===== src/rtl/audio_block_level_meter_unit_defines.svh =====
// Assertion macros used by the audio block level meter back end.
// The using module must provide clk_i and rst_ni.
`ifndef AUDIO_BLOCK_LEVEL_METER_UNIT_DEFINES_SVH
`define AUDIO_BLOCK_LEVEL_METER_UNIT_DEFINES_SVH

// Antecedent implies consequent in the same cycle.
`define ABL_ASSERT_IMP(label, ante, cons, msg) \
  label: assert property (@(posedge clk_i) disable iff (!rst_ni) (ante) |-> (cons)) \
    else $error(msg);

// Antecedent implies consequent in the next cycle.
`define ABL_ASSERT_NXT(label, ante, cons, msg) \
  label: assert property (@(posedge clk_i) disable iff (!rst_ni) (ante) |=> (cons)) \
    else $error(msg);

`endif


===== src/rtl/abl_pkg.sv =====
// Package for the audio block level meter: block summary types, back-end states
// and constants. No dependencies.
package abl_pkg;

  localparam int unsigned MaxSamples = 256;
  localparam int unsigned QDepth     = 4;
  localparam int unsigned QPtrW      = 2;
  localparam int unsigned QCntW      = 3;
  localparam int unsigned DivSteps   = 64;
  localparam int unsigned SqrtSteps  = 32;
  localparam int unsigned LogSteps   = 24;
  localparam int unsigned PowerExp   = 54;
  localparam logic signed [16:0] DbSilent = -17'sd30720;
  localparam logic [31:0] DbKQ30 = 32'd3232284966;

  typedef struct packed {
    logic [55:0] sum;
    logic [31:0] peak;
    logic [8:0]  tally;
  } blk_t;

  typedef struct packed {
    logic valid;
    blk_t blk;
  } push_t;

  typedef enum logic [2:0] {
    ST_IDLE,
    ST_DIV,
    ST_SQRT,
    ST_NORM,
    ST_LOG,
    ST_MUL,
    ST_RND,
    ST_OUT
  } back_state_e;

endpackage


===== src/rtl/abl_sample_if.sv =====
// Sample input channel: valid/ready with one sample and its end-of-block flag.
// Depends on nothing.
interface abl_sample_if;
  logic               valid;
  logic               ready;
  logic signed [31:0] sample;
  logic               last;

  modport source (output valid, output sample, output last, input ready);
  modport sink (input valid, input sample, input last, output ready);
endinterface


===== src/rtl/abl_front.sv =====
// Front end: accepts samples, tracks peak and count, squares and accumulates,
// and pushes a block summary on the closing sample. Depends on abl_pkg, abl_sample_if.
module abl_front (
  input  logic                     clk_i,
  input  logic                     rst_ni,
  abl_sample_if.sink               in_i,
  input  logic [abl_pkg::QCntW-1:0] q_count_i,
  output abl_pkg::push_t           push_o
);
  import abl_pkg::*;

  logic        accept;
  logic        counted;
  logic        neg;
  logic [23:0] s24;
  logic [23:0] smag;
  logic [31:0] amag;
  logic [31:0] peak_next;
  logic [8:0]  tally_next;
  logic [QCntW:0] busy;

  logic [31:0] peak_q;
  logic [8:0]  tally_q;
  logic        a_cnt_q, a_last_q;
  logic [23:0] a_smag_q;
  logic [31:0] a_peak_q;
  logic [8:0]  a_tally_q;
  logic        b_last_q;
  logic [47:0] b_prod_q;
  logic [31:0] b_peak_q;
  logic [8:0]  b_tally_q;
  logic [55:0] sum_q;
  logic [55:0] sum_d;

  always_comb begin
    busy = {1'b0, q_count_i} + (QCntW + 1)'(a_last_q) + (QCntW + 1)'(b_last_q);
    in_i.ready = busy < (QCntW + 1)'(QDepth);
    accept = in_i.valid & in_i.ready;
    counted = tally_q < 9'(MaxSamples);
    neg = in_i.sample[31];
    s24 = in_i.sample[31:8];
    smag = neg ? (24'd0 - s24) : s24;
    amag = neg ? (32'd0 - in_i.sample) : in_i.sample;
    peak_next = (counted && (amag > peak_q)) ? amag : peak_q;
    tally_next = counted ? (tally_q + 9'd1) : tally_q;
    sum_d = sum_q + 56'(b_prod_q);
    push_o.valid = b_last_q;
    push_o.blk.sum = sum_d;
    push_o.blk.peak = b_peak_q;
    push_o.blk.tally = b_tally_q;
  end

  always_ff @(posedge clk_i or negedge rst_ni) begin
    if (!rst_ni) begin
      peak_q   <= '0;
      tally_q  <= '0;
      a_cnt_q  <= 1'b0;
      a_last_q <= 1'b0;
      b_last_q <= 1'b0;
      b_prod_q <= '0;
      sum_q    <= '0;
    end else begin
      a_cnt_q  <= accept & counted;
      a_last_q <= accept & in_i.last;
      b_last_q <= a_last_q;
      b_prod_q <= a_cnt_q ? (48'(a_smag_q) * 48'(a_smag_q)) : '0;
      if (accept) begin
        if (in_i.last) begin
          peak_q  <= '0;
          tally_q <= '0;
        end else begin
          peak_q  <= peak_next;
          tally_q <= tally_next;
        end
      end
      sum_q <= b_last_q ? '0 : sum_d;
    end
  end

  always_ff @(posedge clk_i) begin
    a_smag_q  <= smag;
    a_peak_q  <= peak_next;
    a_tally_q <= tally_next;
    b_peak_q  <= a_peak_q;
    b_tally_q <= a_tally_q;
  end

endmodule


===== src/flat_wrapper.sv =====
// flat-port wrapper written by rule: the top's interface ports become plain ports
module abl_front_flat import abl_pkg::*;
  (clk_i, rst_ni, q_count_i, push_o, in_i_valid, in_i_sample, in_i_last, in_i_ready);
  abl_sample_if in_i_i ();
  input  logic clk_i;
  input  logic rst_ni;
  input  logic [abl_pkg::QCntW-1:0] q_count_i;
  output abl_pkg::push_t push_o;
  input wire logic [$bits(in_i_i.valid)-1:0] in_i_valid;
  input wire logic [$bits(in_i_i.sample)-1:0] in_i_sample;
  input wire logic [$bits(in_i_i.last)-1:0] in_i_last;
  output wire logic [$bits(in_i_i.ready)-1:0] in_i_ready;
  assign in_i_i.valid = in_i_valid;
  assign in_i_i.sample = in_i_sample;
  assign in_i_i.last = in_i_last;
  assign in_i_ready = in_i_i.ready;
  abl_front u_core (.clk_i(clk_i), .rst_ni(rst_ni), .in_i(in_i_i), .q_count_i(q_count_i), .push_o(push_o));
endmodule

===== config.mk =====
export PLATFORM = sky130hd
export DESIGN_NAME = abl_front_flat
export DESIGN_NICKNAME = d
export VERILOG_FILES = /design/src/rtl/audio_block_level_meter_unit_defines.svh /design/src/rtl/abl_pkg.sv /design/src/rtl/abl_sample_if.sv /design/src/rtl/abl_front.sv /design/src/flat_wrapper.sv
export SDC_FILE = /design/constraint.sdc
export NUM_CORES = 2
export LEC_CHECK = 0
export BUFFER_PORTS_ARGS = -buffer_cell sky130_fd_sc_hd__buf_2
export CAP_MARGIN = 20
export CORE_MARGIN = 4
export CORE_UTILIZATION = 25
export DETAILED_ROUTE_END_ITERATION = 6
export GPL_TIMING_DRIVEN = 0
export PLACE_DENSITY = 0.39
export SYNTH_ARGS = -nofsm -noshare
export SYNTH_HDL_FRONTEND = slang
export SYNTH_SLANG_ARGS = --single-unit
export TNS_END_PERCENT = 100

===== constraint.sdc =====
create_clock -name clk_i -period 8.37 [get_ports clk_i]
set_input_delay 0.4185 -clock clk_i [delete_from_list [all_inputs] [get_ports clk_i]]
set_output_delay 0.4185 -clock clk_i [all_outputs]
set_load 0.1 [all_outputs]

# Word-level counts from Yosys, hierarchy flattened
# Index checks and enable logic that the tools add are counted.
# Widths: inputs -> output; s select.
classes:
  n_reduce_logical: 1
  n_lt_le_gt_ge: 3
  multipliers: 1
  muxes: 8
  add_sub_neg: 6
  bitwise_logic: 3
op_table:
  columns: ["operator", "count"]
  rows:
  - ["$mux 32", 3]
  - ["$add 56x48->56", 1]
  - ["$mux 56", 1]
  - ["$mul 24x24->48", 1]
  - ["$mux 48", 1]
  - ["$gt 32x32->1", 1]
  - ["$sub 1x32->32 const A", 1]
  - ["$sub 1x24->24 const A", 1]
  - ["$mux 23", 1]
  - ["$mux 9", 2]
  - ["$add 9x1->9 const B", 1]
  - ["$lt 9x9->1 const B", 1]
  - ["$add 3x1->4", 1]
  - ["$add 4x1->4", 1]
  - ["$lt 4x3->1 const B", 1]
  - ["$and 1x1->1", 3]
  - ["$logic_and 1x1->1", 1]
totals:
  regBits: 254
  input_bits: 39
  output_inout_bits: 99

# Depth between registers and ports, before layout
depth:
  ltp_word: 6
  depth_mapped: 27
  ltp_nobuf: 26

# Worst setup path after synthesis
# OpenSTA, ideal clock, no wires.
synth_timing:
  kind: "register to register"
  startpoint: "register u_core.a_smag_q[5]"
  endpoint: "register u_core.b_prod_q[45]"
  synth_period_minus_slack_ns: 6.947
  setup_slack_ns: 1.423
  arrival_ns: 6.867
  stages_incl_launch_ff: 26
  n_path_buf: 2
  required_ns: 8.291
  cell_sequence: "dfxtp_1 > clkbuf_1 > nand2_1 > fa_1 > inv_1 > fa_1 > inv_1 > fa_1 > inv_1 > fa_1 > fa_1 > fa_1 > inv_1 > fa_1 > inv_1 > ha_1 > clkbuf_1 > a21o_1 > a221o_1 > a221o_1 > a221oi_2 > o31ai_2 > a21oi_2 > o21ai_2 > a31oi_1 > mux2i_1"
synth_via:
  elab_chain_cells: 2
synth_lines:
  columns: ["item", "line", "text"]
  rows:
  - ["start: declaration", "abl_front.sv:25", "logic [23:0] a_smag_q;"]
  - ["start signal: assignment", "abl_front.sv:81", "a_smag_q <= smag;"]
  - ["$mul 24x24->48", "abl_front.sv:66", "b_prod_q <= a_cnt_q ? (48'(a_smag_q) * 48'(a_smag_q)) : '0;"]
  - ["$mux 48", "abl_front.sv:66", null]
  - ["end signal: assignment", "abl_front.sv:66", null]
  - ["end: declaration", "abl_front.sv:29", "logic [47:0] b_prod_q;"]
# Every way passes these cells.
# A chain may end at the register's enable or synchronous reset.

# Final worst setup path
layout_timing:
  startpoint: "register u_core.a_smag_q[13]"
  endpoint: "register u_core.b_prod_q[45]"
# The elaborated chain is that of the path after synthesis.

==> impl_results.md <==
- Synthesized flop and latch total: 253
- Worst min path class: input port to flop
- H-Tree Depth: 2
- Area contributors post-synth: fa_1, dfrtp_1, ha_1, inv_1, dfxtp_1
- Worst-path fanout max: 10
- Gpl congestion: 0.837
- Synth top area share: 30.2%
- Post-Layout Cell Count: 4808
- First drt pass iteration count: 5
- GR Overflow Total: 0
- Max Cap Viol: 0
- Mapped Cells: 3091
- Async SR Flop Fraction: 58.1%
- CTS tree: yes
- Inst Count DP: 4739
- Syn_nets: 3822
- FF-to-FF Start: u_core.a_smag_q[13]
- WP buf/inv: 7
- Final Cycle Share: 96.0%
- WP data required: 8850 ps
- Endpoints failing setup: 0
- Synth cell count leaders: inv_1, fa_1, nand2_1, ha_1, dfrtp_1
- Number of synthesized flops with an enable pin: 0
- Root Buffer: clkbuf_16
- CP Launch Point: u_core.a_smag_q[13]
- CTS clock-pin slew for the worst setup and hold paths: 60 ps
- Synth cell types: 75
- Cell Rows: 124
- Setup repair after global routing missed its margin: false
- DRC viols: 0
- Die area: 120000 um^2
- IO Pins: 138
- Sinks on Clock Net: 253
- Status: finished, final reports clean
- Fmax achieved: 124 MHz
- CP Capture Type: flop
- Largest net degree at the start of global routing: 89
- CP top delay family: adder cells
- Share of cells above drive strength 1: 8.45%
- Via count: 20800
- Largest stage delay, worst path: 640 ps
- Chip Width: 347 um
- Routed len/inst: 18.5 um
- Area Overhead vs Synth: 13.3%
- CTS buffer count: 34
- Initial antenna violation count: 12
- Endpoints failing hold: 0
- Dpl hpwl: 73000 um
- Synth Warn #: 0
- CP arrival: 8510 ps
- Crit-path most repeated cell: fa_1
- Mapped cell area: 28700 um^2
- Final net count: 3995
- Synthesized area per cell: 9.29 um^2
- Initial Utilization: 25.2%
- First-pass GRT wire length: 137000 um
- Placed Area: 31300 um^2
- Worst-Margin Slew: 975 ps
- Vias in the first global route: 22300
- Final instance area: 32600 um^2
- Critical-path top delay cell: dfxtp_1
- Worst skew pair latency: 580 ps
- Core area: 114000 um^2
- PortBufs: 135
- Startpoint Class: flop
- Die height: 347 um
- Tmin final: 8030 ps
- ANT nets after route: 0
- GRT Util Overall: 14.8%
- Setup Fix Bufs, Post-CTS: 0
- Register area share after synthesis: 20.2%
- Final Skew: 50.6 ps
- Worst hold start: in_i_sample[8]
- Post-synth top flop: dfrtp_1
- Synth area leader: fa_1
- Starting DRT DRC Count: 1005
- Final WL: 88800 um
- Reg-to-reg slack, setup: 340 ps
- Clk buf depth: 3
- Max transition margin: 35.0%
- DR vias/cell: 4.33
- Most frequent cell after synthesis: inv_1
- Final Slew Violations: 0
- Layout fillers: 12400
- Setup CP Type: flop to flop
cell families (layout without fill, tap and decap cells):
| kind of cell | after synthesis | after routing | synth area share [%] |
|---|---|---|---|
| AO/OA/AOI/OAI | 458 | 458 | 10.3 |
| XOR/XNOR | 158 | 158 | 4.82 |
| adder cells (fa/ha/maj) | 692 | 692 | 41.5 |
| buffers and inverters | 771 | 969 | 10.1 |
| flip-flops | 253 | 253 | 20.2 |
| multiplexers | 9 | 9 | 0.344 |
| other | 0 | 7 | 0 |
| AND/OR/NAND/NOR | 750 | 750 | 12.8 |
worst paths after layout:
kind	end	cells after the start
max in group asynchronous	u_core.b_prod_q[23]	3
setup reg to reg	u_core.b_prod_q[45]	25
hold reg to reg	u_core.b_peak_q[0]	0
min in group asynchronous	u_core.sum_q[55]	2
hold / removal	u_core.a_smag_q[0]	1
setup / recovery	u_core.b_prod_q[45]	25
cell usage in the layout (no fill, tap or decap), types with 6 or more instances in the layout:
master,synthesis,layout
a31oi_1,19,19
a22o_1,34,34
clkbuf_2,1,26
ha_1,259,259
diode_2,0,7
clkbuf_4,0,7
a21oi_1,120,120
xor2_1,52,52
nand2b_1,8,8
xnor2_1,106,106
o21bai_1,20,20
fa_1,433,433
nor2_1,112,112
mux2_2,7,7
and2_1,140,140
inv_1,648,648
dfrtp_1,147,147
clkbuf_16,0,36
o211ai_1,9,9
dfxtp_2,0,10
nand2_1,287,287
nor2b_1,71,71
o21ai_0,110,110
dfxtp_1,106,96
a211oi_1,12,12
nand4_1,32,32
o21ai_1,9,9
o21ai_2,6,6
clkinvlp_4,0,6
buf_2,3,142
nand3_1,35,35
and3_1,10,10
a21o_1,59,59
clkbuf_1,112,82
o41ai_1,6,6
o31ai_1,6,6
or3_1,15,15
nor3_1,15,15
through the flow:
| stage | utilization, % | hold WS (ps) | TNS (ps) | worst slack, ps |
|---|---|---|---|---|
| 2_1_floorplan | - | 123 | 0 | 1420 |
| 3_3_place_gp | 27.4 | 310 | -2230 | -374 |
| 3_5_place_dp | 27.4 | 312 | -1820 | -316 |
| 4_1_cts | 28.4 | 23.2 | 0 | 5.74 |
| 5_1_grt | 28.5 | 25.5 | 0 | 12.7 |
| 6_report | 28.5 | 60.9 | 0 | 335 |
what timing repair did:
action,in CTS,in global routing
setup endpoints to repair,13,16
gates resized for setup,24,69
hold endpoints to repair,59,0
hold buffers,1,0
registers in the layout (all words and copies together), names as in the netlist:
name and flops:
u_core.a_smag_q 24, u_core.a_tally_q 9, u_core.a_peak_q 32, u_core.b_prod_q 47
u_core.tally_q 9, u_core.b_peak_q 32, u_core.sum_q 56, u_core.b_last_q 1
u_core.b_tally_q 9, u_core.a_last_q 1, u_core.peak_q 32, u_core.a_cnt_q 1
routing by layer:
metal  up-vias  global-route usage (%)  routed length, um
li1      10000                       -                  -
met1     10300                    20.8              41600
met2       400                    24.0              40900
met3        76                    2.88               4730
met4         8                    2.73               1510
met5         -                       0                 42
layout make-up:
cell class / instances / area [um^2] / share of cell area [%]
multi-input cells: 2067 / 20000 / 61.5
flip-flops and latches: 253 / 5810 / 17.9
inverters: 648 / 2430 / 7.47
well taps: 1512 / 1890 / 5.81
clock buffers: 45 / 945 / 2.90
repair buffers: 137 / 723 / 2.22
plain buffers: 123 / 546 / 1.68
clock inverters: 16 / 164 / 0.503
diodes: 7 / 17.5 / 0.0538
Power is left out: the tool's default activity adds up to more than one toggle a clock period on the data nets, which glitch-free logic cannot reach.
