==> config.mk <==
export PLATFORM = sky130hd
export DESIGN_NAME = abl_back_flat
export DESIGN_NICKNAME = d
export VERILOG_FILES = /design/src/rtl/abl_pkg.sv /design/src/rtl/abl_level_if.sv /design/src/rtl/abl_back.sv /design/src/flat_wrapper.sv
export VERILOG_INCLUDE_DIRS = /design/src /design/src/rtl
export SDC_FILE = /design/constraint.sdc
export NUM_CORES = 2
export LEC_CHECK = 0
export ABC_CLOCK_PERIOD_IN_PS = 13500
export BUFFER_PORTS_ARGS = -buffer_cell sky130_fd_sc_hd__buf_2
export CAP_MARGIN = 30
export CORE_AREA = 10 10 529 531
export DETAILED_ROUTE_END_ITERATION = 16
export DIE_AREA = 0 0 539 541
export HOLD_SLACK_MARGIN = 0.08
export PLACE_DENSITY = 0.39
export SYNTH_ARGS = -nofsm -noshare
export SYNTH_HDL_FRONTEND = slang
export SYNTH_SLANG_ARGS = --single-unit
==> constraint.sdc <==
create_clock -name clk_i -period 13.5 [get_ports clk_i]
set_input_delay 0.675 -clock clk_i [delete_from_list [all_inputs] [get_ports clk_i]]
set_output_delay 0.675 -clock clk_i [all_outputs]
set_load 0.005 [all_outputs]
==> src/rtl/audio_block_level_meter_unit_defines.svh <==
// Assertion macros used by the audio block level meter back end.
// The using module must provide clk_i and rst_ni.
`ifndef AUDIO_BLOCK_LEVEL_METER_UNIT_DEFINES_SVH
`define AUDIO_BLOCK_LEVEL_METER_UNIT_DEFINES_SVH

// Antecedent implies consequent in the same cycle.
`define ABL_ASSERT_IMP(label, ante, cons, msg) \
  label: assert property (@(posedge clk_i) disable iff (!rst_ni) (ante) |-> (cons)) \
    else $error(msg);

// Antecedent implies consequent in the next cycle.
`define ABL_ASSERT_NXT(label, ante, cons, msg) \
  label: assert property (@(posedge clk_i) disable iff (!rst_ni) (ante) |=> (cons)) \
    else $error(msg);

`endif

==> src/rtl/abl_pkg.sv <==
// Package for the audio block level meter: block summary types, back-end states
// and constants. No dependencies.
package abl_pkg;

  localparam int unsigned MaxSamples = 256;
  localparam int unsigned QDepth     = 4;
  localparam int unsigned QPtrW      = 2;
  localparam int unsigned QCntW      = 3;
  localparam int unsigned DivSteps   = 64;
  localparam int unsigned SqrtSteps  = 32;
  localparam int unsigned LogSteps   = 24;
  localparam int unsigned PowerExp   = 54;
  localparam logic signed [16:0] DbSilent = -17'sd30720;
  localparam logic [31:0] DbKQ30 = 32'd3232284966;

  typedef struct packed {
    logic [55:0] sum;
    logic [31:0] peak;
    logic [8:0]  tally;
  } blk_t;

  typedef struct packed {
    logic valid;
    blk_t blk;
  } push_t;

  typedef enum logic [2:0] {
    ST_IDLE,
    ST_DIV,
    ST_SQRT,
    ST_NORM,
    ST_LOG,
    ST_MUL,
    ST_RND,
    ST_OUT
  } back_state_e;

endpackage

==> src/rtl/abl_level_if.sv <==
// Result channel: valid/ready with the RMS, peak, dBFS and sample count of a block.
// Depends on nothing.
interface abl_level_if;
  logic               valid;
  logic               ready;
  logic [31:0]        rms_level;
  logic [31:0]        peak_level;
  logic signed [16:0] level_db;
  logic [8:0]         samples_used;

  modport source (output valid, output rms_level, output peak_level, output level_db,
                  output samples_used, input ready);
  modport sink (input valid, input rms_level, input peak_level, input level_db,
                input samples_used, output ready);
endinterface

==> src/rtl/abl_back.sv <==
// Back end: per block divide, square root, log2 and dB scaling, one step per cycle,
// with a registered result. Depends on abl_pkg, abl_level_if and the assertion macros.
`include "audio_block_level_meter_unit_defines.svh"

module abl_back (
  input  logic                      clk_i,
  input  logic                      rst_ni,
  input  abl_pkg::blk_t             head_i,
  input  logic [abl_pkg::QCntW-1:0] q_count_i,
  output logic                      pop_o,
  abl_level_if.source               out_o
);
  import abl_pkg::*;

  back_state_e state_q, state_d;

  logic [5:0]  cnt_q;
  logic [63:0] dq_q;
  logic [8:0]  rem_q;
  logic [8:0]  div_n_q;
  logic [31:0] peak_q;
  logic [8:0]  tally_q;
  logic [63:0] sv_q, sr_q, sb_q;
  logic [62:0] pn_q;
  logic [5:0]  e_q;
  logic [30:0] m_q;
  logic [23:0] frac_q;
  logic [61:0] prod_q;
  logic        dneg_q;
  logic [31:0] rms_q;
  logic signed [16:0] db_q;
  logic        zero_q;

  logic [9:0]  rem_sh;
  logic        ge;
  logic [8:0]  rem_d;
  logic [63:0] dq_d;
  logic [63:0] st;
  logic        sge;
  logic [63:0] sr_d;
  logic [61:0] msq;
  logic [31:0] ms;
  logic [5:0]  ex;
  logic [29:0] mag;
  logic [62:0] rnd;
  logic [16:0] qmag;
  logic        last_step;

  always_comb begin
    rem_sh = {rem_q, dq_q[63]};
    ge = rem_sh >= {1'b0, div_n_q};
    rem_d = ge ? 9'(rem_sh - {1'b0, div_n_q}) : rem_sh[8:0];
    dq_d = {dq_q[62:0], ge};
    st = sr_q + sb_q;
    sge = sv_q >= st;
    sr_d = sge ? ((sr_q >> 1) + sb_q) : (sr_q >> 1);
    msq = 62'(m_q) * 62'(m_q);
    ms = msq[61:30];
    ex = 6'(PowerExp) - e_q;
    mag = (ex == 6'd0) ? 30'(frac_q) : ({ex, 24'd0} - 30'(frac_q));
    rnd = 63'(prod_q) + (63'd1 << 45);
    qmag = rnd[62:46];
  end

  always_comb begin
    state_d = state_q;
    pop_o = 1'b0;
    last_step = 1'b0;
    unique case (state_q)
      ST_IDLE: begin
        if (q_count_i != '0) begin
          pop_o = 1'b1;
          state_d = (head_i.sum == '0) ? ST_OUT : ST_DIV;
        end
      end
      ST_DIV: begin
        last_step = cnt_q == 6'(DivSteps - 1);
        if (last_step) begin
          state_d = ST_SQRT;
        end
      end
      ST_SQRT: begin
        last_step = cnt_q == 6'(SqrtSteps - 1);
        if (last_step) begin
          state_d = ST_NORM;
        end
      end
      ST_NORM: begin
        if (pn_q[62]) begin
          state_d = ST_LOG;
        end
      end
      ST_LOG: begin
        last_step = cnt_q == 6'(LogSteps - 1);
        if (last_step) begin
          state_d = ST_MUL;
        end
      end
      ST_MUL: state_d = ST_RND;
      ST_RND: state_d = ST_OUT;
      ST_OUT: begin
        if (out_o.ready) begin
          state_d = ST_IDLE;
        end
      end
      default: state_d = ST_IDLE;
    endcase
  end

  always_ff @(posedge clk_i or negedge rst_ni) begin
    if (!rst_ni) begin
      state_q <= ST_IDLE;
      cnt_q   <= '0;
    end else begin
      state_q <= state_d;
      cnt_q   <= (state_d != state_q || last_step) ? '0 : cnt_q + 6'd1;
    end
  end

  always_ff @(posedge clk_i) begin
    case (state_q)
      ST_IDLE: begin
        dq_q    <= {head_i.sum, 8'd0};
        rem_q   <= '0;
        div_n_q <= (head_i.tally == '0) ? 9'd1 : head_i.tally;
        peak_q  <= head_i.peak;
        tally_q <= head_i.tally;
        zero_q  <= head_i.sum == '0;
        rms_q   <= '0;
        db_q    <= DbSilent;
      end
      ST_DIV: begin
        dq_q  <= dq_d;
        rem_q <= rem_d;
        sv_q  <= dq_d << 8;
        sr_q  <= '0;
        sb_q  <= 64'd1 << 62;
        pn_q  <= dq_d[62:0];
        e_q   <= 6'd62;
      end
      ST_SQRT: begin
        if (sge) begin
          sv_q <= sv_q - st;
        end
        sr_q  <= sr_d;
        sb_q  <= sb_q >> 2;
        rms_q <= sr_d[31:0];
      end
      ST_NORM: begin
        if (!pn_q[62]) begin
          pn_q <= pn_q << 1;
          e_q  <= e_q - 6'd1;
        end
        m_q    <= pn_q[62:32];
        frac_q <= '0;
      end
      ST_LOG: begin
        m_q    <= ms[31] ? ms[31:1] : ms[30:0];
        frac_q <= {frac_q[22:0], ms[31]};
      end
      ST_MUL: begin
        prod_q <= 62'(mag) * 62'(DbKQ30);
        dneg_q <= ex != 6'd0;
      end
      ST_RND: db_q <= dneg_q ? -$signed(qmag) : $signed(qmag);
      default: ;
    endcase
  end

  assign out_o.valid        = state_q == ST_OUT;
  assign out_o.rms_level    = rms_q;
  assign out_o.peak_level   = peak_q;
  assign out_o.level_db     = db_q;
  assign out_o.samples_used = tally_q;

  `ABL_ASSERT_IMP(a_silent_result, out_o.valid && zero_q,
    out_o.rms_level == '0 && out_o.level_db == DbSilent, "silent block result wrong")
  `ABL_ASSERT_IMP(a_rem_below_div, state_q == ST_SQRT, rem_q < div_n_q,
    "division remainder not below divisor")
  `ABL_ASSERT_IMP(a_count_nonzero, out_o.valid, out_o.samples_used != '0,
    "result with empty block")
  `ABL_ASSERT_NXT(a_pop_leaves_idle, pop_o, state_q == ST_DIV || state_q == ST_OUT,
    "pop did not start block processing")

endmodule

==> src/flat_wrapper.sv <==
// flat-port wrapper written by rule: the top's interface ports become plain ports
module abl_back_flat import abl_pkg::*;
  (clk_i, rst_ni, head_i, q_count_i, pop_o, out_o_valid, out_o_rms_level, out_o_peak_level, out_o_level_db, out_o_samples_used, out_o_ready);
  abl_level_if out_o_i ();
  input  logic clk_i;
  input  logic rst_ni;
  input  abl_pkg::blk_t head_i;
  input  logic [abl_pkg::QCntW-1:0] q_count_i;
  output logic pop_o;
  output wire logic [$bits(out_o_i.valid)-1:0] out_o_valid;
  output wire logic [$bits(out_o_i.rms_level)-1:0] out_o_rms_level;
  output wire logic [$bits(out_o_i.peak_level)-1:0] out_o_peak_level;
  output wire logic [$bits(out_o_i.level_db)-1:0] out_o_level_db;
  output wire logic [$bits(out_o_i.samples_used)-1:0] out_o_samples_used;
  input wire logic [$bits(out_o_i.ready)-1:0] out_o_ready;
  assign out_o_valid = out_o_i.valid;
  assign out_o_rms_level = out_o_i.rms_level;
  assign out_o_peak_level = out_o_i.peak_level;
  assign out_o_level_db = out_o_i.level_db;
  assign out_o_samples_used = out_o_i.samples_used;
  assign out_o_i.ready = out_o_ready;
  abl_back u_core (.clk_i(clk_i), .rst_ni(rst_ni), .head_i(head_i), .q_count_i(q_count_i), .pop_o(pop_o), .out_o(out_o_i));
endmodule
# Word level (Yosys, flattened, before mapping)

Cells that the tools add are included.

Memories: 0
Register bits after elaboration: 559
Logic and storage cells: 92
ROM bits: 0
Input port bits: 103
Memory bits (writable): 0
Latch bits: 0

$add $sub $neg: 10
$mul: 2
Order comparisons: 2
Multiplexer cells: 31
Bitwise logic cells: 0
Reduce and logical (&&, ||, !) cells: 15
Equality and inequality tests: 13
Div/mod/pow operators: 0
Shift operators: 0

Operators by type and width:

| cell                                                                  | count |
|---|---|
| 64-bit one-hot mux with 2 select lines                                | 4 |
| 64-bit two-way mux                                                    | 2 |
| 63-bit one-hot mux with 2 select lines                                | 1 |
| 63-bit by 64-bit adder with 64-bit output                             | 1 |
| 64-bit adder                                                          | 1 |
| 64-bit >= comparator                                                  | 1 |
| 32-bit one-hot mux with 2 select lines                                | 1 |
| 64-bit subtractor                                                     | 1 |
| 62-bit by 46-bit adder with 63-bit output, second input constant      | 1 |
| 63-bit two-way mux                                                    | 1 |
| 31-bit by 31-bit multiplier with 62-bit output                        | 1 |
| 31-bit one-hot mux with 2 select lines                                | 1 |
| 30-bit by 31-bit multiplier with 61-bit output, second input constant | 1 |
| 56-bit logical NOT                                                    | 1 |
| 24-bit one-hot mux with 2 select lines                                | 1 |
| 17-bit one-hot mux with 2 select lines                                | 1 |
| 31-bit two-way mux                                                    | 1 |
| 30-bit two-way mux                                                    | 1 |
| 30-bit by 24-bit subtractor with 30-bit output                        | 1 |
| 3-bit one-hot mux with 8 select lines                                 | 1 |
| 3-bit two-way mux                                                     | 7 |
| 9-bit one-hot mux with 2 select lines                                 | 1 |
| 17-bit two-way mux                                                    | 1 |
| 17-bit negator                                                        | 1 |
| 26 further kinds                                                      | 39 |

# Logic depth before layout (Yosys ltp)

Word-level depth: 7
Gate-level depth with buffers: 39

# Least setup slack after synthesis

OpenSTA, ideal clock, no wires.

Path kind: register to register
From: register u_core.frac_q[3]
To: register u_core.prod_q[60] (data pin)
Path buffers: 0
Data required time: 13.235 ns
Setup slack: 4.847 ns
Arrival: 8.388 ns
Cell stages (with the launch flop): 34
Cells stage by stage: edfxtp_1 or4_4 or4_1 nor2_1 nand2_1 nor3b_2 inv_1 or3_1 a41oi_1 inv_1 ha_1 fa_1 inv_1 fa_1 fa_1 fa_1 fa_1 inv_1 fa_1 inv_1 fa_1 inv_1 ha_1 a21oi_1 nor2_1 a211oi_1 o21ai_0 a221oi_1 nand3_1 a31oi_1 o21ai_0 a21oi_1 o21ai_0 xor2_1

Cells in the longest elaborated chain, start to end: 3

Ends and longest elaborated chain:

| item                                               | line            | text |
|---|---|---|
| start, declared                                    | abl_back.sv:27  | `logic [23:0] frac_q;` |
| start signal, assigned                             | abl_back.sv:159 | `frac_q <= {frac_q[22:0], ms[31]};` |
| 30-bit by 24-bit subtractor with 30-bit output     | abl_back.sv:60  | `mag = (ex == 6'd0) ? 30'(frac_q) : ({ex, 24'd0} - 30'(frac_q));` |
| 30-bit two-way mux (*)                             | abl_back.sv:60  |  |
| 30-bit by 31-bit multiplier with 61-bit output (*) | abl_back.sv:162 | `prod_q <= 62'(mag) * 62'(DbKQ30);` |
| end signal, assigned                               | abl_back.sv:162 |  |
| end, declared                                      | abl_back.sv:28  | `logic [61:0] prod_q;` |

Every way passes the cells marked *; elsewhere a longest branch is shown, timed or not.
A chain may end at the register's enable or synchronous reset.

# Final worst setup path

From: register u_core.e_q[0]
To: register u_core.prod_q[60] (data pin)

Cells in the longest elaborated chain, start to end: 4
Elaborated cells between the ends (all ways): 5
Classes of those cells: add/sub: 2; mul: 1; mux: 1; reduce/logical: 1

Ends and longest elaborated chain:

| item                                                                                       | line            | text |
|---|---|---|
| start, declared                                                                            | abl_back.sv:25  | `logic [5:0] e_q;` |
| start signal, assigned                                                                     | abl_back.sv:152 | `e_q <= e_q - 6'd1;` |
| 6-bit subtractor (*)                                                                       | abl_back.sv:59  | `ex = 6'(PowerExp) - e_q;` |
| 30-bit by 24-bit subtractor with 30-bit output / 6-bit logical NOT (equally long branches) | abl_back.sv:60  |  |
| 30-bit two-way mux (*)                                                                     | abl_back.sv:60  |  |
| 30-bit by 31-bit multiplier with 61-bit output (*)                                         | abl_back.sv:162 |  |

Marked as above.

==> results_dict.tcl <==
set metrics [dict create \
    core_um2 269600 \
    clock_latency_ns 0.67 \
    drc 0 \
    setup_tns_ns 0 \
    wire_per_inst_um 19.53 \
    h-tree-depth 2 \
    setup_viol 0 \
    critical-path-top-delay-family "adder cells" \
    crit_required_ns 13.92 \
    synth_area_leaders "fa_1, edfxtp_1, ha_1" \
    grt_max_degree 100 \
    synth_area_per_cell_um2 9.610 \
    dr.pass1.iters 5 \
    cp_slowest_cell "xnor2_1" \
    dieArea_um2 291600 \
    port_buffers 194 \
    multiInputGateArea_um2 46700 \
    seq_area_um2 14460 \
    r2r_cells 34 \
    ys_async_sr_fraction 0.01863 \
    cp.arrival_ns 10.52 \
    worst_setup_path_start_kind "register" \
    place_inst 10589 \
    worst_pin_slew_ns 0.9957 \
    cts.sinks 483 \
    place_hpwl_um 168800 \
    antenna_found_initial 16 \
    fin_cells 10709 \
    synthFlopType "edfxtp_1" \
    clkTransAtPathRegs_ns 0.06 \
    hold_class "input pin to register" \
    post_cts_resize_count 0 \
    grt_pass1_vias 52025 \
    crit-reg2reg-launch "u_core.e_q[0]$_SDFFCE_PN0P_" \
    num_rows 191 \
    netlist.area_leader.share 0.2857 \
    n_fill_cell 28968 \
    chipWidth_um 539 \
    track_usage 0.1418 \
    die_y_um 541 \
    slew_viol_final 0 \
    status "finished, final reports clean" \
    tritoncts "yes" \
    syn_inst 6979 \
    cp-startpoint "u_core.e_q[0]$_SDFFCE_PN0P_" \
    crit_type "register to register" \
    cts_hold_buf 1 \
    ys_warn_count 0 \
    max_slew_margin 0.3355 \
    cts_setup_buffers 0 \
    area_delta_synth_final_pct 11.04 \
    grt_first_pass_wirelength_um 323900 \
    drt_iter0_markers 2638 \
    worstSetupEndpointType "register" \
    hold_viol_final 0 \
    post-route-period-util 0.7477 \
    slowest_delay_ns 0.67 \
    yosys_register_bits 483 \
    io_pins 195 \
    synthesis.nets 8832 \
    min_period_ns 10.09 \
    ys_types 91 \
    wl_um 209100 \
    yosys.area.top_type "fa_1" \
    cts_buffers 60 \
    drt.antenna.violating_nets 0 \
    initial_core_util 0.2488 \
    fmax_mhz 99.07 \
    via_per_inst 4.474 \
    num_vias 47913 \
    crit_path_max_fanout 17 \
    crit_end "u_core.prod_q[60]$_DFFE_PP_" \
    rsz0062_at_grt "false" \
    gr-total-overflow 0 \
    reg2reg_slack_ns 3.41 \
    num-nets-final 8937 \
    place_congestion 0.8445 \
    clock_skew_ns 0.04275 \
    critPathBufInv 6 \
    clock_path_buffers 3 \
    ys_seq_area_frac 0.2156 \
    cap_violations 0 \
    drive_above_1_share 0.06503 \
    r2r_end "u_core.prod_q[60]$_DFFE_PP_" \
    synth-edff-count 474 \
    syn-cell-area_um2 67070 \
    worst-path-stages 34 \
    cts_root_buf "clkbuf_16" \
]
==> worst min-delay path by stage <==
| stage | startpoint | endpoint | slack (ns) | cells past startpoint |
|---|---|---|---|---|
| after floorplan | rst_ni | u_core.cnt_q[0]$_DFF_PN0_ | 0.38 | 0 |
| after global placement | u_core.cnt_q[0]$_DFF_PN0_ | u_core.cnt_q[0]$_DFF_PN0_ | 0.45 | 1 |
| after detailed placement | u_core.cnt_q[0]$_DFF_PN0_ | u_core.cnt_q[0]$_DFF_PN0_ | 0.46 | 1 |
| after CTS | head_i[37] | u_core.out_o.peak_level[28]$_DFFE_PP_ | 0.12 | 1 |
| after global routing | head_i[24] | u_core.out_o.peak_level[15]$_DFFE_PP_ | 0.13 | 1 |
| final | head_i[14] | u_core.out_o.peak_level[5]$_DFFE_PP_ | 0.18 | 1 |
==> state kept, by name, summed over array words and instances, names as in the netlist, 6 cells and up <==
name,count
u_core.sv_q,64
u_core.pn_q,63
u_core.e_q,6
u_core.out_o.level_db,17
u_core.div_n_q,9
u_core.prod_q,17
u_core.out_o.peak_level,32
u_core.sr_q,64
u_core.rem_q,9
u_core.cnt_q,6
u_core.frac_q,24
u_core.dq_q,64
u_core.sb_q,32
u_core.m_q,31
u_core.out_o.rms_level,32
u_core.out_o.samples_used,9
==> cells by family (layout without fill, tap and decap cells) <==
kind of cell / count (synthesis) / after routing / share of synthesized area
DFF: 483 / 483 / 0.2156
muxes: 14 / 14 / 0.002183
xor gates and xnor gates: 319 / 319 / 0.04166
adders and majority gates: 1750 / 1750 / 0.4336
and+or+nand+nor: 1826 / 1826 / 0.1253
AOI/OAI and AO/OA: 989 / 989 / 0.09186
buffers and inverters: 1598 / 1754 / 0.08986
other: 0 / 4 / 0
==> metrics by stage <==
stage	hold WS [ns]	util	cell area [µm²]	setup WS, ns
after floorplan	0.3794	-	67070	4.847
after global placement	0.4471	0.2680	72250	3.406
after detailed placement	0.4564	0.2687	72440	3.309
after CTS	0.1185	0.2761	74430	3.315
after global routing	0.1345	0.2762	74470	2.469
final	0.1751	0.2763	74470	3.406
==> per-layer routing <==
layer,track usage,vias up,wire length (µm)
li1,-,22830,-
met1,0.1949,24007,97370
met2,0.2360,881,97850
met3,0.01956,191,8698
met4,0.03317,4,5151
met5,0,-,31
==> synth_stat cells (21+ instances only) <==
| master | n |
|---|---|
| inv_1 | 1351 |
| fa_1 | 957 |
| nand2_1 | 868 |
| ha_1 | 793 |
| edfxtp_1 | 474 |
| nor2_1 | 313 |
| o21ai_0 | 295 |
| a21oi_1 | 252 |
| clkbuf_1 | 224 |
| and2_1 | 210 |
| xnor2_1 | 163 |
| xor2_1 | 156 |
| a21o_1 | 90 |
| and3_1 | 83 |
| nand4_1 | 78 |
| a31oi_1 | 68 |
| nand3_1 | 63 |
| nor3_1 | 47 |
| o21bai_1 | 45 |
| a211oi_1 | 44 |
| nor2b_1 | 39 |
| nand2b_1 | 28 |
| nor4_1 | 25 |
| o31ai_1 | 22 |
| or2_2 | 22 |
| o21a_1 | 21 |
==> cell type report <==
| cell class | count | share of cell area |
|---|---|---|
| Antenna cell | 4 | 0.0001344 |
| Multi-Input combinational cell | 4898 | 0.6270 |
| Inverter | 1363 | 0.06877 |
| Tap cell | 3570 | 0.05998 |
| Clock inverter | 45 | 0.005914 |
| Timing Repair Buffer | 278 | 0.02342 |
| Sequential cell | 483 | 0.1942 |
| Clock buffer | 68 | 0.02056 |
==> cells in the final DEF, fill, tap and decap left out, drive strengths merged, types with 63 or more instances in the layout <==
master,count
nand3,63
a21o,90
ha,793
a21oi,252
xor2,156
buf,276
nor2,314
and3,84
and2,210
nand2,869
fa,957
inv,1359
nand4,78
xnor2,163
clkbuf,68
a31oi,68
edfxtp,474
o21ai,306
Power is not shown: default switching activity piles up to over one toggle a cycle in this logic, so the estimate is an artifact.
