[src/rtl/audio_block_level_meter_unit_defines.svh]
// Assertion macros used by the audio block level meter back end.
// The using module must provide clk_i and rst_ni.
`ifndef AUDIO_BLOCK_LEVEL_METER_UNIT_DEFINES_SVH
`define AUDIO_BLOCK_LEVEL_METER_UNIT_DEFINES_SVH

// Antecedent implies consequent in the same cycle.
`define ABL_ASSERT_IMP(label, ante, cons, msg) \
  label: assert property (@(posedge clk_i) disable iff (!rst_ni) (ante) |-> (cons)) \
    else $error(msg);

// Antecedent implies consequent in the next cycle.
`define ABL_ASSERT_NXT(label, ante, cons, msg) \
  label: assert property (@(posedge clk_i) disable iff (!rst_ni) (ante) |=> (cons)) \
    else $error(msg);

`endif

[src/rtl/abl_pkg.sv]
// Package for the audio block level meter: block summary types, back-end states
// and constants. No dependencies.
package abl_pkg;

  localparam int unsigned MaxSamples = 256;
  localparam int unsigned QDepth     = 4;
  localparam int unsigned QPtrW      = 2;
  localparam int unsigned QCntW      = 3;
  localparam int unsigned DivSteps   = 64;
  localparam int unsigned SqrtSteps  = 32;
  localparam int unsigned LogSteps   = 24;
  localparam int unsigned PowerExp   = 54;
  localparam logic signed [16:0] DbSilent = -17'sd30720;
  localparam logic [31:0] DbKQ30 = 32'd3232284966;

  typedef struct packed {
    logic [55:0] sum;
    logic [31:0] peak;
    logic [8:0]  tally;
  } blk_t;

  typedef struct packed {
    logic valid;
    blk_t blk;
  } push_t;

  typedef enum logic [2:0] {
    ST_IDLE,
    ST_DIV,
    ST_SQRT,
    ST_NORM,
    ST_LOG,
    ST_MUL,
    ST_RND,
    ST_OUT
  } back_state_e;

endpackage

[src/rtl/abl_queue.sv]
// Short queue of block summaries between the front and back ends.
// Depends on abl_pkg.
module abl_queue (
  input  logic                      clk_i,
  input  logic                      rst_ni,
  input  abl_pkg::push_t            push_i,
  input  logic                      pop_i,
  output abl_pkg::blk_t             head_o,
  output logic [abl_pkg::QCntW-1:0] count_o
);
  import abl_pkg::*;

  blk_t             mem_q [QDepth];
  logic [QPtrW-1:0] wr_ptr_q, rd_ptr_q;
  logic [QCntW-1:0] count_q;

  assign head_o  = mem_q[rd_ptr_q];
  assign count_o = count_q;

  always_ff @(posedge clk_i or negedge rst_ni) begin
    if (!rst_ni) begin
      wr_ptr_q <= '0;
      rd_ptr_q <= '0;
      count_q  <= '0;
    end else begin
      if (push_i.valid) begin
        wr_ptr_q <= wr_ptr_q + QPtrW'(1);
      end
      if (pop_i) begin
        rd_ptr_q <= rd_ptr_q + QPtrW'(1);
      end
      count_q <= count_q + QCntW'(push_i.valid) - QCntW'(pop_i);
    end
  end

  always_ff @(posedge clk_i) begin
    if (push_i.valid) begin
      mem_q[wr_ptr_q] <= push_i.blk;
    end
  end

endmodule

[config.mk]
export PLATFORM = sky130hd
export DESIGN_NAME = abl_queue
export DESIGN_NICKNAME = d
export VERILOG_FILES = /design/src/rtl/audio_block_level_meter_unit_defines.svh /design/src/rtl/abl_pkg.sv /design/src/rtl/abl_queue.sv
export SDC_FILE = /design/constraint.sdc
export NUM_CORES = 1
export LEC_CHECK = 0
export ABC_AREA = 1
export BUFFER_PORTS_ARGS = -buffer_cell sky130_fd_sc_hd__buf_2
export CAP_MARGIN = 20
export CORE_ASPECT_RATIO = 0.5
export CORE_MARGIN = 2
export CORE_UTILIZATION = 60
export CTS_BUF_LIST = sky130_fd_sc_hd__clkbuf_4 sky130_fd_sc_hd__clkbuf_8 sky130_fd_sc_hd__clkbuf_16
export DETAILED_ROUTE_END_ITERATION = 12
export PLACE_DENSITY = 0.82
export SLEW_MARGIN = 15
export SYNTH_ARGS = -nofsm -noshare
export SYNTH_HDL_FRONTEND = slang
export SYNTH_SLANG_ARGS = --single-unit
[constraint.sdc]
create_clock -name clk_i -period 6.3 [get_ports clk_i]
set_input_delay 0.945 -clock clk_i [delete_from_list [all_inputs] [get_ports clk_i]]
set_output_delay 0.945 -clock clk_i [all_outputs]
set_load 0.02 [all_outputs]
* After elaboration in Yosys (flattened, before gate mapping)
Memories as Yosys holds them, arrays and structs flattened. Cells that the tools add are included.
Word-level totals: flip-flop bits (word level) 7, RAM bits 388, input port bits 101, output and inout port bits 100, word-level logic and storage cells 10, memories 1
Cells by class: $add $sub $neg 4, muxes and demuxes 2
Memories:
- mem_q | depth 4, bits a word 97, read ports 1, clocked after memory_dff 0, wr ports 1, RTL line abl_queue.sv:13 | blk_t mem_q [QDepth];
Operators with widths (count):
- $add 2x1->2 const B | 2
- $add 3x1->3 | 1
- $sub 3x1->3 | 1
- $mux 1 | 2

* Logic depth before layout (Yosys ltp)
Gate-level depths: netlist (run 1).
word-level depth 2, depth in mapped cells 10, gate-level depth less buffers 10

* Least setup slack after synthesis (run 1)
No wires, ideal clock.
path kind input-to-reg, from input push_i[97] (netlist bit), to memory mem_q[1][0] (netlist bit), enable pin, library setup time 451 ps, data arrival time 3120 ps, required time 5849 ps, path slack 2729 ps, cell stages on the path 3, path buffers 1, path through clkbuf_1 -> nand2_1 -> inv_1
Between the ends: word-level cells in the longest chain between the ends 2
RTL lines:
- start, declared | RTL line abl_queue.sv:6 | input abl_pkg::push_t push_i,
- $mux 1 | RTL line abl_queue.sv:37 | if (push_i.valid) begin
- $mux 1 (not written as such) | RTL line abl_queue.sv:38 | mem_q[wr_ptr_q] <= push_i.blk;
- end, declared | RTL line abl_queue.sv:13
Every way passes these cells.

==> results of run 1 <==
## routing by layer
layer  global-route usage (%)  vias to the layer above  share of wire [%]
met1                    28.95                     5098                 40
met4                    7.919                        2                2.4
met2                    40.70                      341                 52
met3                    4.124                       55                5.9
li1                         -                     5227                  -
met5                        0                        -              0.039
## cell usage in the layout, fill, tap and decap left out, types with 3 or more instances in the layout
master       n
ha_1         6
buf_4       10
inv_6        4
clkbuf_16   35
nand2_1    496
edfxtp_1   388
nand3_1    195
inv_1      396
clkinv_2     5
clkinv_1     3
inv_4        5
clkbuf_4    10
dfrtp_1      5
buf_2      200
xor2_1       3
## critical path: stages, from the launching register on
cell	delay, ns
dfrtp_4	0.75
inv_6	0.74
buf_4	0.52
nand2_1	0.13
nand3_1	0.10
nand2_1	0.08
buf_2	0.16
## final timing paths
kind                                         startpoint  cells past startpoint                 endpoint  slack (ns)
worst max-delay path            rd_ptr_q[0]$_DFFE_PN0P_                      6               head_o[43]        2.23
worst min-delay path                             rst_ni                      1  rd_ptr_q[0]$_DFFE_PN0P_        0.23
worst max register to register  wr_ptr_q[0]$_DFFE_PN0P_                      5   mem_q[0][65]$_DFFE_PP_        3.77
worst min register to register     count_o[1]$_DFF_PN0_                      2     count_o[2]$_DFF_PN0_        0.53
max in group asynchronous                        rst_ni                      1  rd_ptr_q[1]$_DFFE_PN0P_        5.89
min in group clk_i                 count_o[1]$_DFF_PN0_                      2     count_o[2]$_DFF_PN0_        0.53
## power by group through the flow
| stage | Clock, mW | Sequential, mW | Combinational (mW) |
|---|---|---|---|
| final | 2.04 | 3.65 | 3.33 |
| after global routing | 2.16 | 3.70 | 3.67 |
| after CTS | 2.06 | 3.65 | 3.36 |
| after detailed placement | 0 | 3.71 | 3.34 |
| after global placement | 0 | 3.69 | 3.26 |
| after floorplan | 0 | 3.62 | 2.46 |
## sequential cells by signal, summed over array words and instances, names as in the netlist
name      cells
rd_ptr_q      2
count_o       3
mem_q       388
wr_ptr_q      2
## final cells by class
type / count / area (µm²)
sequential: 395 / 11830
fill: 1891 / 8652
multi-input combinational: 702 / 2964
inverter: 402 / 1526
timing repair buffer: 210 / 1076
clock buffer: 46 / 964.7
tap: 382 / 478.0
clock inverter: 13 / 100.1
antenna: 2 / 5.005
## kinds of logic after synthesis
kind of cell,after synthesis,share of synthesized area [%]
AND/OR/NAND/NOR,691,16.94
XOR/XNOR,3,0.1569
flip-flops,395,70.61
buffers and inverters,467,11.70
AO/OA/AOI/OAI,1,0.02985
adder cells (fa/ha/maj),7,0.5677
## stage by stage
stage,std cells,setup WS (ns),hold slack [ns],power (mW)
2_1_floorplan,1564,2.729,0.4936,6.083
3_3_place_gp,2091,2.908,0.4882,6.942
3_5_place_dp,2091,2.847,0.5137,7.049
4_1_cts,2150,2.259,0.2109,9.075
5_1_grt,2151,2.061,0.2214,9.531
6_report,2152,2.226,0.2293,9.025
==> flow_metrics.tcl, run 1 <==
set metrics [dict create \
    p_seq_share_pct 40.5 \
    die_h_um 122.1 \
    crit_fanout 113 \
    yosys-top-cells-area "edfxtp_1, nand2_1, inv_1" \
    finalInstanceArea_um2 18950 \
    drcViolationCount 0 \
    synth_edf_count 388 \
    synth_top_flop_cell "edfxtp_1" \
    htreeDepth 2 \
    routed-via-count 10720 \
    ir_drop_worst_vdd_uv 463.9 \
    mappedNetlistArea_um2 16750 \
    dieWidth_um 240.3 \
    cap_viol_max_count 0 \
    drtAntennaViolNets 0 \
    mean_instance_size_in_the_synthesized_netlist_um2 10.71 \
    drv_slew 0 \
    timing.critical_path.required_ns 5.35 \
    synth_most_common_cell "nand2_1" \
    clock_tree_buffer_depth 3 \
    start_util_pct 60.69 \
    post-dp-hpwl_um 19020 \
    hold_viol_final 0 \
    drt_iter0_drc 870 \
    sw_frac_of_total_pct 39.16 \
    detail_route.wl_per_cell_um 15.62 \
    commonest_cells_post_synth "nand2_1, inv_1, edfxtp_1" \
    grt_antenna_before_repair 3 \
    static-leakage-power_nw 8.908 \
    gp_congestion 0.7461 \
    dieArea_um2 29350 \
    syn-num-nets 1672 \
    worst_setup_path_start_kind "register" \
    synth_seq_area_share_pct 70.61 \
    ys_async_rst_share_pct 1.772 \
    cts.sinks 395 \
    dr_vias_cell 4.983 \
    cts_tree "done" \
    timing_worst_setup_path_type "reg -> out" \
    port_buffers 200 \
    data_arrival_critical_path_ns 3.13 \
    synth_cell_type_count 15 \
    layout_worst_path_cycle_share_pct 64.67 \
    finalNetCount 1854 \
    grt_pass1_wl_um 51290 \
    standard_cell_row_count 43 \
    post-synth-top-area-fraction_pct 69.56 \
    synth-warning-count 0 \
    power.switching_mw 3.535 \
    power.density_nw_per_um2 476.3 \
    internal_power_mw 5.491 \
    vias_in_the_first_global_route 10270 \
    drive_above_1_share_pct 15.50 \
    setup_viol_count_final 0 \
    slew_headroom_pct 37.13 \
    io_pins 201 \
    final_core_util_pct 68.65 \
    number_of_storage_elements_in_the_synthesis_netlist 395 \
    cts_inserted_buffers 35 \
    worstMarginPinSlew_ns 0.9430 \
    clock_power_share_pct 22.6 \
    rsz0062_at_grt "no" \
    post_cts.repair.setup_buffers 0 \
    finalClockSkew_ns 0.03163 \
    total_congestion_overflow 0 \
    maximum_number_of_pins_on_one_net_before_global_route_repair 114 \
    endpoint_kind "output pin" \
    area.growth.synth_to_final_pct 13.12 \
    cts-hold-fix-buffers 0 \
    clk_transition_reported_paths_ns 0.06 \
    synth_top_area_cell "edfxtp_1" \
    finalCriticalPeriod_ns 4.074 \
    placedInstanceArea_um2 17880 \
    worst_hold_path_type "in -> async" \
    track_usage_pct 22.99 \
    finalWirelength_um 33620 \
    placeableCoreArea_um2 27600 \
    clock_latency_late_sink_ns 0.54 \
    post_cts_resized 0 \
    cts-root-buf "clkbuf_16" \
    firstDrtPassIters 8 \
    setup_tns_ns 0 \
    postSynthCellCount 1564 \
    outcome "finished, final reports clean" \
    max_freq_mhz 245.4 \
    power_frac_comb_pct 36.9 \
]
Note: power is estimated with default switching activity, not from simulation.
==> inputs of run 2 (changes only) <==
- ABC_AREA: 1 -> 0
- CORE_UTILIZATION: 60 -> 51
- PLACE_DENSITY: 0.82 -> 0.75
- clock period: 6.3 -> 3.44 ns (I/O delays scaled with it)
==> run 2 against run 1 <==
Sequential cell count stayed put. Global-route usage is 4.5 points lower. Final area is 9.7% lower. Synthesized cell count is 66% lower. First-iteration DRC count is 41% lower. Core utilization is 6.8 points lower. Worst hold slack worse by 0.023 ns. Routed wire length is 21% lower. Total power is 69% higher. Cell count is 45% lower. Clock power is 92% higher. Combinational power is 42% higher. Largest power group unchanged. Highest routed layer unchanged.
==> flow_metrics.tcl, run 2 <==
set metrics [dict create \
    power_frac_comb_pct 30.9 \
    cts_inserted_buffers 35 \
    finalNetCount 881 \
    layout.cells.most_common "edfxtp_1" \
    track_usage_pct 18.51 \
    routed-via-count 6422 \
    post_cts_resized 0 \
    dieWidth_um 241.2 \
    power.switching_mw 4.761 \
    setup_tns_ns 0 \
    finalWirelength_um 26730 \
    outcome "finished, final reports clean" \
    hold_viol_final 0 \
    detail_route.wl_per_cell_um 22.59 \
    drcViolationCount 0 \
    cts-root-buf "clkbuf_16" \
    area.growth.synth_to_final_pct 19.25 \
    layout_common_cells "edfxtp_1, buf_2, mux4_2, clkbuf_16, buf_4" \
    post-synth-top-area-fraction_pct 81.24 \
    start_util_pct 51.86 \
    finalClockSkew_ns 0.01447 \
    postLayoutSetupSlackWorst_ns 0.4764 \
    total_congestion_overflow 0 \
    power.density_nw_per_um2 894.3 \
    layout_worst_path_cycle_share_pct 86.15 \
    synth_top_flop_cell "edfxtp_1" \
    endpoint_kind "output pin" \
    port_buffers 200 \
    synth_top_area_cell "edfxtp_1" \
    die_h_um 122.6 \
    mean_instance_size_in_the_synthesized_netlist_um2 26.61 \
    slew_headroom_pct 57.64 \
    maximum_number_of_pins_on_one_net_before_global_route_repair 46 \
    place_ws_ns 0.9543 \
    p_seq_share_pct 43.6 \
    worst_hold_path_type "in -> reg" \
    timing.critical_path.required_ns 2.92 \
    sw_frac_of_total_pct 31.13 \
    synth_edf_count 388 \
    post_cts.repair.setup_buffers 0 \
    synth_seq_area_share_pct 82.46 \
    standard_cell_row_count 43 \
    finalCriticalPeriod_ns 2.964 \
    drive_above_1_share_pct 47.43 \
    synth_most_common_cell "edfxtp_1" \
    ir_drop_worst_vdd_uv 459.0 \
    drv_slew 0 \
    dp_cells 1117 \
    clock_latency_late_sink_ns 0.52 \
    synth_cell_type_count 16 \
    yosys-top-cells-area "edfxtp_1, mux4_2, dfrtp_1" \
    post-dp-hpwl_um 16560 \
    drtAntennaViolNets 0 \
    final_core_util_pct 61.85 \
    vias_in_the_first_global_route 6826 \
    cap_viol_max_count 0 \
    io_pins 201 \
    cts-hold-fix-buffers 1 \
    commonest_cells_post_synth "edfxtp_1, mux4_2, buf_2" \
    number_of_storage_elements_in_the_synthesis_netlist 395 \
    firstDrtPassIters 4 \
    cts_tree "done" \
    ys_async_rst_share_pct 1.772 \
    internal_power_mw 10.53 \
    static-leakage-power_nw 5.874 \
    crit_fanout 28 \
    drt_iter0_drc 515 \
    placeableCoreArea_um2 27650 \
    dieArea_um2 29560 \
    dr_vias_cell 5.429 \
    data_arrival_critical_path_ns 2.45 \
    clock_power_share_pct 25.6 \
    postSynthCellCount 539 \
    htreeDepth 2 \
    grt_antenna_before_repair 4 \
    register_with_the_highest_flop_count "mem_q" \
    rsz0062_at_grt "no" \
    worst_setup_path_start_kind "register" \
    worstMarginPinSlew_ns 0.6354 \
    mappedNetlistArea_um2 14340 \
    power_mw 15.30 \
    clk_transition_reported_paths_ns 0.06 \
    grt_pass1_wl_um 39930 \
    clock_tree_buffer_depth 3 \
    max_freq_mhz 337.4 \
    synth-warning-count 0 \
    largest_register_ffs 388 \
    setup_viol_count_final 0 \
    syn-num-nets 647 \
    cts.sinks 395 \
    gp_congestion 0.6927 \
    timing_worst_setup_path_type "reg -> out" \
    post_layout_nonfiller_instances 1183 \
]
==> run 2: cells by family after synthesis <==
group                      after synthesis  synth area share, %
DFF                                    395                82.46
and+or+nand+nor                          6               0.2268
adders and majority gates                7               0.6630
buffers and inverters                   28                1.082
muxes                                   97                15.23
AOI/OAI and AO/OA                        1              0.03486
xor gates and xnor gates                 5               0.3054
==> run 2: routing by layer <==
layer	vias to the layer above	GRT usage (%)	routed length (µm)
met5	-	0	18
li1	2795	-	-
met2	156	32.85	14460
met4	4	6.327	650
met1	3407	23.03	10320
met3	60	3.824	1272
==> run 2: worst max-delay path, cell delays in order, from the launching register on <==
cell	delay, ns
dfrtp_4	0.81
buf_12	0.33
mux4_2	0.56
buf_2	0.18
==> run 2: power groups by stage <==
stage / registers [mW] / clock network (mW) / logic [mW]
after detailed placement: 6.78 / 0 / 4.82
final: 6.66 / 3.91 / 4.72
after global placement: 6.72 / 0 / 4.79
after global routing: 6.75 / 4.16 / 5.01
after floorplan: 6.62 / 0 / 3.35
after CTS: 6.69 / 4.00 / 4.84
==> run 2: path summary, 6_finish.rpt <==
kind | start | to | slack, ns | depth (start not counted)
max | rd_ptr_q[0]$_DFFE_PN0P_ | head_o[72] | 0.48 | 3
min | push_i[29] | mem_q[3][29]$_DFFE_PP_ | 0.21 | 1
max reg2reg | wr_ptr_q[1]$_DFFE_PN0P_ | mem_q[1][10]$_DFFE_PP_ | 1.42 | 4
min reg2reg | wr_ptr_q[0]$_DFFE_PN0P_ | wr_ptr_q[0]$_DFFE_PN0P_ | 0.55 | 1
max in group asynchronous | rst_ni | rd_ptr_q[0]$_DFFE_PN0P_ | 2.88 | 2
min in group asynchronous | rst_ni | count_o[2]$_DFF_PN0_ | 0.36 | 2
==> run 2: per-stage QoR <==
step / area, µm² / hold slack [ns]
2_1_floorplan: 14340 / 0.2204
3_3_place_gp: 15930 / 0.3595
3_5_place_dp: 15930 / 0.3747
4_1_cts: 17100 / 0.1896
5_1_grt: 17100 / 0.1932
6_report: 17100 / 0.2066
==> run 2: final cells by class <==
class	count	area (µm²)
fillers	1894	10550
clock inverters	18	161.4
repair buffers	219	1234
flip-flops and latches	395	11830
diodes	2	5.005
multi-input cells	116	2371
clock buffers	45	998.5
inverters	6	22.52
well taps	382	478.0
==> inputs of run 3 (changes only) <==
- RECOVER_POWER: unset -> 100
==> run 3 against run 2 <==
The flow now finishes with violations (capacitance limit, slew limit). Sequential cell count unchanged. Clock power about the same. Critical path depth unchanged. Sequential power about the same. Worst hold slack better by 0.021 ns. Clock skew up 0.0012 ns.
==> flow_metrics.tcl, run 3 (synthesis gave the netlist of run 2 again) <==
set metrics [dict create \
    slew_headroom_pct -33.67 \
    total_congestion_overflow 0 \
    drv_slew 96 \
    cts_inserted_buffers 35 \
    crit_fanout 28 \
    finalWirelength_um 26800 \
    drive_above_1_share_pct 24.16 \
    static-leakage-power_nw 5.349 \
    worst_setup_path_start_kind "register" \
    layout_common_cells "edfxtp_1, clkbuf_1, mux4_2, clkbuf_16, buf_2" \
    data_arrival_critical_path_ns 2.57 \
    critical-path-slowest-cell "dfrtp_4" \
    max_freq_mhz 323.9 \
    routed-via-count 6404 \
    crit_buf_inv 2 \
    gp_congestion 0.6927 \
    drt_iter0_drc 487 \
    firstDrtPassIters 4 \
    cts.sinks 395 \
    post-dp-hpwl_um 16560 \
    placeableCoreArea_um2 27650 \
    cap_viol_max_count 3 \
    layout_worst_path_cycle_share_pct 89.75 \
    clk_transition_reported_paths_ns 0.06 \
    vias_in_the_first_global_route 6826 \
    dieArea_um2 29560 \
    timing_worst_setup_path_type "reg -> out" \
    cts_tree "done" \
    finalNetCount 881 \
    io_pins 201 \
    maximum_number_of_pins_on_one_net_before_global_route_repair 46 \
    setup_viol_count_final 0 \
    postLayoutSetupSlackWorst_ns 0.3525 \
    worst_hold_path_type "in -> reg" \
    die_h_um 122.6 \
    finalInstanceArea_um2 16820 \
    rsz0062_at_grt "no" \
    placedInstanceArea_um2 15930 \
    timing.critical_path.required_ns 2.92 \
    violations "capacitance limit, slew limit" \
    largest_register_ffs 388 \
    clock_tree_buffer_depth 3 \
    register_with_the_highest_flop_count "mem_q" \
    port_buffers 200 \
    setup_tns_ns 0 \
    standard_cell_row_count 43 \
    drcViolationCount 0 \
    ir_drop_worst_vdd_uv 457.7 \
    hold_viol_final 0 \
    clock_latency_late_sink_ns 0.52 \
    grt_pass1_wl_um 39930 \
    cp_cell_sequence "buf_6, mux4_2, clkbuf_1" \
    htreeDepth 2 \
    drtAntennaViolNets 0 \
    dr_vias_cell 5.413 \
    cp_top_family "flip-flops" \
    dp_cells 1117 \
    grt_antenna_before_repair 3 \
    post_cts.repair.setup_buffers 0 \
    place_ws_ns 0.9543 \
    detail_route.wl_per_cell_um 22.65 \
    slowest_delay_ns 0.80 \
    power.density_nw_per_um2 896.5 \
    start_util_pct 51.86 \
    worstMarginPinSlew_ns 2.005 \
    cts-root-buf "clkbuf_16" \
    dieWidth_um 241.2 \
    power_mw 15.08 \
    layout.cells.most_common "edfxtp_1" \
    post_layout_nonfiller_instances 1183 \
    outcome "finished, violations left" \
    area.growth.synth_to_final_pct 17.27 \
    finalCriticalPeriod_ns 3.088 \
    track_usage_pct 18.51 \
    endpoint_kind "output pin" \
    finalClockSkew_ns 0.01564 \
]
==> run 3: where the power goes <==
| part | switching [mW] | internal (mW) | total, mW | leakage, nW |
|---|---|---|---|---|
| logic | 2.77 | 1.71 | 4.48 | 1.12 |
| registers | 0.368 | 6.31 | 6.68 | 3.64 |
| clock network | 1.64 | 2.28 | 3.92 | 0.584 |
| total | 4.78 | 10.3 | 15.1 | 5.35 |
==> run 3: layout make-up <==
type,count,area (µm²)
Antenna cell,2,5.005
Clock buffer,45,998.5
Clock inverter,18,161.4
Fill cell,2015,10830
Inverter,6,22.52
Multi-Input combinational cell,116,2364
Sequential cell,395,11830
Tap cell,382,478.0
Timing Repair Buffer,219,957.2
==> run 3: final timing paths <==
check                                        start                       to  slack (ns)  cells past startpoint
min in group asynchronous                   rst_ni     count_o[2]$_DFF_PN0_        0.44                      2
hold reg to reg            wr_ptr_q[0]$_DFFE_PN0P_  wr_ptr_q[0]$_DFFE_PN0P_        0.55                      1
max in group asynchronous                   rst_ni  rd_ptr_q[0]$_DFFE_PN0P_        2.66                      2
hold / removal                               pop_i  rd_ptr_q[0]$_DFFE_PN0P_        0.23                      2
setup reg to reg           wr_ptr_q[0]$_DFFE_PN0P_   mem_q[2][62]$_DFFE_PP_        0.43                      4
setup / recovery           rd_ptr_q[0]$_DFFE_PN0P_               head_o[81]        0.35                      3
==> run 3: per-stage QoR <==
step | util (%) | hold slack (ns)
2_1_floorplan | - | 0.2204
4_1_cts | 61.83 | 0.1896
6_report | 60.82 | 0.2273
5_1_grt | 60.81 | 0.2070
3_3_place_gp | 57.60 | 0.3595
3_5_place_dp | 57.60 | 0.3747
==> run 3: worst register-to-register path: stages (launching register included) <==
cell	delay [ns]
dfrtp_1	0.43
inv_1	0.10
ha_1	0.14
and2_1	1.28
clkbuf_2	0.67
==> run 3: repair_timing <==
| action | 4_1_cts | 5_1_grt |
|---|---|---|
| hold endpoints to repair | 7 | 0 |
| resized for setup | 0 | 0 |
| hold buffers | 1 | 0 |
| setup endpoints to repair | 0 | 0 |
==> run 3: routing by layer <==
layer	track usage, %	vias up	part of all wire, %
met2	32.85	134	55
li1	-	2794	-
met5	0	-	0.090
met1	23.03	3414	39
met4	6.327	4	2.3
met3	3.824	58	4.1
